==> config.mk <==
export PLATFORM = sky130hd
export DESIGN_NAME = dmc_stack_mem
export DESIGN_NICKNAME = d
export VERILOG_FILES = /design/src/hw/rtl/dmc_stack_mem.sv
export SDC_FILE = /design/constraint.sdc
export NUM_CORES = 2
export LEC_CHECK = 0
export ABC_AREA = 1
export ABC_CLOCK_PERIOD_IN_PS = 1600
export BUFFER_PORTS_ARGS = -buffer_cell sky130_fd_sc_hd__buf_2
export CAP_MARGIN = 30
export CORE_MARGIN = 5
export CORE_UTILIZATION = 57
export CTS_CLUSTER_DIAMETER = 200
export DETAILED_ROUTE_END_ITERATION = 6
export PLACE_DENSITY = 0.75
export SLEW_MARGIN = 20
export SYNTH_ARGS = -nofsm -noshare
export SYNTH_HDL_FRONTEND = slang
export SYNTH_SLANG_ARGS = --single-unit
==> constraint.sdc <==
create_clock -name clk -period 1.6 [get_ports clk]
set_clock_uncertainty 0.15 [all_clocks]
set_input_delay 0.08 -clock clk [delete_from_list [all_inputs] [get_ports clk]]
set_output_delay 0.08 -clock clk [all_outputs]
set_load 0.05 [all_outputs]
==> src/hw/rtl/dmc_stack_mem.sv <==
// Path stack memory: one write port, one registered read port.
// Standalone; instantiated by dfs_maze_carver.
module dmc_stack_mem #(
  parameter int ADDR_W = 8,
  parameter int DATA_W = 8
) (
  input  logic              clk,
  input  logic              we,
  input  logic [ADDR_W-1:0] waddr,
  input  logic [DATA_W-1:0] wdata,
  input  logic              re,
  input  logic [ADDR_W-1:0] raddr,
  output logic [DATA_W-1:0] rdata
);

  logic [DATA_W-1:0] mem [(1 << ADDR_W)];

  always_ff @(posedge clk) begin
    if (we) begin
      mem[waddr] <= wdata;
    end
  end

  always_ff @(posedge clk) begin
    if (re) begin
      rdata <= mem[raddr];
    end
  end

endmodule

=== Word level (Yosys, flattened, before mapping) ===
Memory sizes are Yosys's and may differ from the RTL's. A register that Yosys moved wholly into a read port is not among the register bits.
Cells that the tools add are included.

* Memories kept: 1
* Input bits: 27
* Bits in writable memories: 2,048
* Word-level logic and storage cells: 3
* Bits in registers: 0

* Muxes and demuxes: 2

{| class="wikitable"
|+ Memories
! memory !! words !! bits a word !! read ports !! clocked after memory_dff !! write ports !! RTL line !! source
|-
| mem || 256 || 8 || 1 || 1 || 1 || 16 || <nowiki>logic [DATA_W-1:0] mem [(1 << ADDR_W)];</nowiki>
|}

{| class="wikitable"
|+ Operators by type and width
! kind !! number
|-
| 1-bit 2-to-1 mux || 2
|}

=== Depth between registers and ports, before layout ===
* Depth in word-level cells: 2
* Gate-level depth with buffers: 15

=== Worst setup path after synthesis ===
Ideal clock, no wire load.

* Path type: input port to flip-flop
* Start point: in we
* End point: mem mem[162][0], enable pin
* Stages: 4
* Library setup time: 0.370 ns
* Buffers on the path: 2
* Slack: -0.121 ns
* Required time: 1.080 ns
* Arrival: 1.201 ns
* Path through: clkbuf_1 nand3_1 clkbuf_1 nor2_1

* Cells in the longest elaborated chain, start to end: 2

{| class="wikitable"
|+ Ends and longest elaborated chain
! item !! RTL line !! source
|-
| start, declared || 8 || <nowiki>input logic we,</nowiki>
|-
| 1-bit 2-to-1 mux || 19 || <nowiki>if (we) begin</nowiki>
|-
| 1-bit 2-to-1 mux (not written as such) || 20 || <nowiki>mem[waddr] <= wdata;</nowiki>
|-
| end, declared || 16 ||
|}

Every way passes these cells.

=== Worst setup path after layout ===
* Start point: reg rdata[3] (read register of mem)
* End point: out rdata[3]

{| class="wikitable"
|+ RTL lines
! item !! RTL line !! source
|-
| start, declared || 13 || <nowiki>output logic [DATA_W-1:0] rdata</nowiki>
|}

No word-level cell between the ends.

==> out/metrics.csv <==
stage;metric;value;unit
cts;CTS tree;built;
route;vias;59300;
timing;final-report hold violation count;0;
route;drc violations;0;
timing;Max transition margin;0.347;
worst_setup_path;startpoint types;flip-flop;
cells_and_area;Filler cells;9101;
timing;Worst-Margin Slew;0.979;ns
timing;Final period util;1.18;
die;Initial Util;0.573;
worst_setup_path;CP startpoint;rdata[3];
die;total core area;146000;sq um
cts;clk buf depth;3;
pwr;sequential share of power;0.534;
global_route;first-pass GRT wire length;350000;microns
global_route;vias in the first global route;57000;
cells_and_area;Layout area overhead;21.6;%
cts;CTS clock-pin slew for the worst setup and hold paths;0.06;ns
pwr;P_leak;36.6;nW
worst_setup_path;Critical path buffers and inverters;1;
worst_setup_path;CP arrival;1.65;ns
route;first drt pass iteration count;6;
route;post-route ant nets;0;
route;total wire length;238000;microns
worst_setup_path;critical path capture point type;primary output;
worst_setup_path;slowest stage delay, CP;0.59;ns
timing;f_max;531;MHz
synth;synth warn;0;
die;# IOs;35;
die;die area;154000;sq um
cells_and_area;share of cells above drive strength 1;0.219;
die;chip width;393;microns
pwr;sw frac;0.233;
pwr;Clk pwr share;0.385;
global_route;gr usage total;0.303;
pwr;combinational fraction of design power;0.082;
place;Port Buffers;34;
place;Post-DP Area;91300;sq um
pwr;cell area power density;1100;nW/um^2
run;Max-Cap Viols;0;
die;die height;393;microns
worst_setup_path;CP max stage cell;edfxtp_1;
worst_setup_path;CP required;1.37;ns
pwr;Peak supply drop;1.28;mV
cells_and_area;fin area;102000;sq um
synth;Syn Inst Count;7003;
cts;Worst-Skew Late Latency;0.84;ns
route;1st-iter DRT viols;8553;
synth;register bit count reported by yosys;2056;
cts;# clock sinks;2056;
timing;RSZ-0062 raised after global routing;yes;
place;Final Wtd Congestion;0.923;
synth;Cell Area, Synth;83500;sq um
timing;setup TNS;-2.89;ns
timing;final setup fails;16;
timing;minimum clock period;1.88;ns
cells_and_area;Final Non-Filler Cells;9572;
cells_and_area;final net count;7523;
cts;CTS H-tree lvls;4;
outcome;failing checks;setup timing;
synth;Syn Area/Cell;11.9;sq um
worst_setup_path;crit-path cells;buf_6;
die;FP Rows;140;
synth;Netlist cell types;13;
worst_setup_path;crit path kind;reg -> out;
synth;syn nets;7030;
cts;clock root cell;clkbuf_16;
cts;cts bufs inserted;191;
worst_setup_path;CP top delay family;flip-flops;
global_route;pin count of the biggest net entering global routing;89;
min_path;hold crit path type;in -> reg;
timing;final setup margin;-0.285;ns
min_path;hold path start;wdata[5];
cells_and_area;final core occ;0.697;
timing;count of final max-slew check failures;0;
route;DR WL/cell;24.8;microns
global_route;gr ovfl total;0;
place;placed cells;9201;
pwr;Psw;0.0259;W
outcome;status;finished, violations left;
pwr;internal power;0.0855;W
worst_setup_path;worst r2r src;mem[15][6];
worst_setup_path;worst-path fanout max;1;
synth;sequential area share after synthesis;0.740;
global_route;initial antenna violation count;9;
route;post-DR vias/cell;6.20;
place;DP HPWL;145000;microns
[timing repair]
action,4_1_cts,5_1_grt
setup buffers,0,0
endpoints found under the setup margin,16,722
pin swaps,150,231
hold endpoints to repair,3053,0
hold buffers,20,0
resized for setup,374,435
[placed cells by master (no fill, tap or decap), drive strengths merged]
master and n:
nand2 2123, edfxtp 2056, nand3 2019, buf 763
nor2 283, clkbuf 244, clkinv 80, inv 48
dlygate4sd3 18, diode 10, bufinv 6, clkinvlp 3
dlymetal6s4s 2
[sequential cells by signal (all words and copies together), names as in the netlist]
name   count
mem     2048
rdata      8
[path summary, 6_finish.rpt]
path                endpoint  slack, ns  depth (start not counted)
setup / recovery    rdata[3]      -0.28                          1
hold / removal    mem[36][5]       0.06                          2
setup reg to reg    rdata[6]      -0.25                         10
hold reg to reg     rdata[2]       0.93                         10
[cell usage after synthesis (all sizes together)]
| cell type | number | area [sq um] |
|---|---|---|
| nand3 | 2019 | 10100 |
| buf | 371 | 2030 |
| edfxtp | 2056 | 61700 |
| nand2 | 2123 | 7970 |
| nor2 | 283 | 1060 |
| clkbuf | 112 | 420 |
| inv | 39 | 149 |
[metrics by stage]
stage	hold WS [ns]	total power, W	setup WS, ns
6_report	0.0644	0.111	-0.285
3_5_place_dp	0.155	0.0682	-1.00
2_1_floorplan	0.0289	0.0645	-0.121
4_1_cts	0.00455	0.111	-0.292
3_3_place_gp	0.158	0.0680	-1.02
5_1_grt	0.0644	0.114	-0.313
[cell type report]
cell class,count,area [sq um],share of cell area
tap,1917,2400,0.0236
sequential,2056,61700,0.608
timing repair buffer,783,8100,0.0798
inverter,39,180,0.00178
clock buffer,244,5020,0.0495
multi-input combinational,4425,23300,0.229
antenna,10,25.0,0.000247
clock inverter,98,774,0.00763
[kinds of logic (layout without fill, tap and decap cells)]
family | count (synthesis) | in the layout | share of synthesized area
other cells | 0 | 10 | 0
simple gates | 4425 | 4425 | 0.229
flops | 2056 | 2056 | 0.740
buf+inv | 522 | 1164 | 0.0312
[power groups by stage]
stage	Combinational (W)	Clock, W	Sequential (W)
3_3_place_gp	0.00744	0	0.0606
4_1_cts	0.00825	0.0430	0.0594
3_5_place_dp	0.00759	0	0.0606
6_report	0.00908	0.0429	0.0595
2_1_floorplan	0.00381	0	0.0606
5_1_grt	0.00957	0.0454	0.0594
[per-layer routing]
| layer | global-route usage | wire length, microns | vias up |
|---|---|---|---|
| li1 | - | - | 25900 |
| met1 | 0.406 | 85100 | 28700 |
| met2 | 0.483 | 114000 | 4089 |
| met3 | 0.0645 | 28100 | 669 |
| met4 | 0.138 | 11000 | 4 |
| met5 | 0 | 23 | - |
Note: power is estimated with default switching activity, not from simulation.
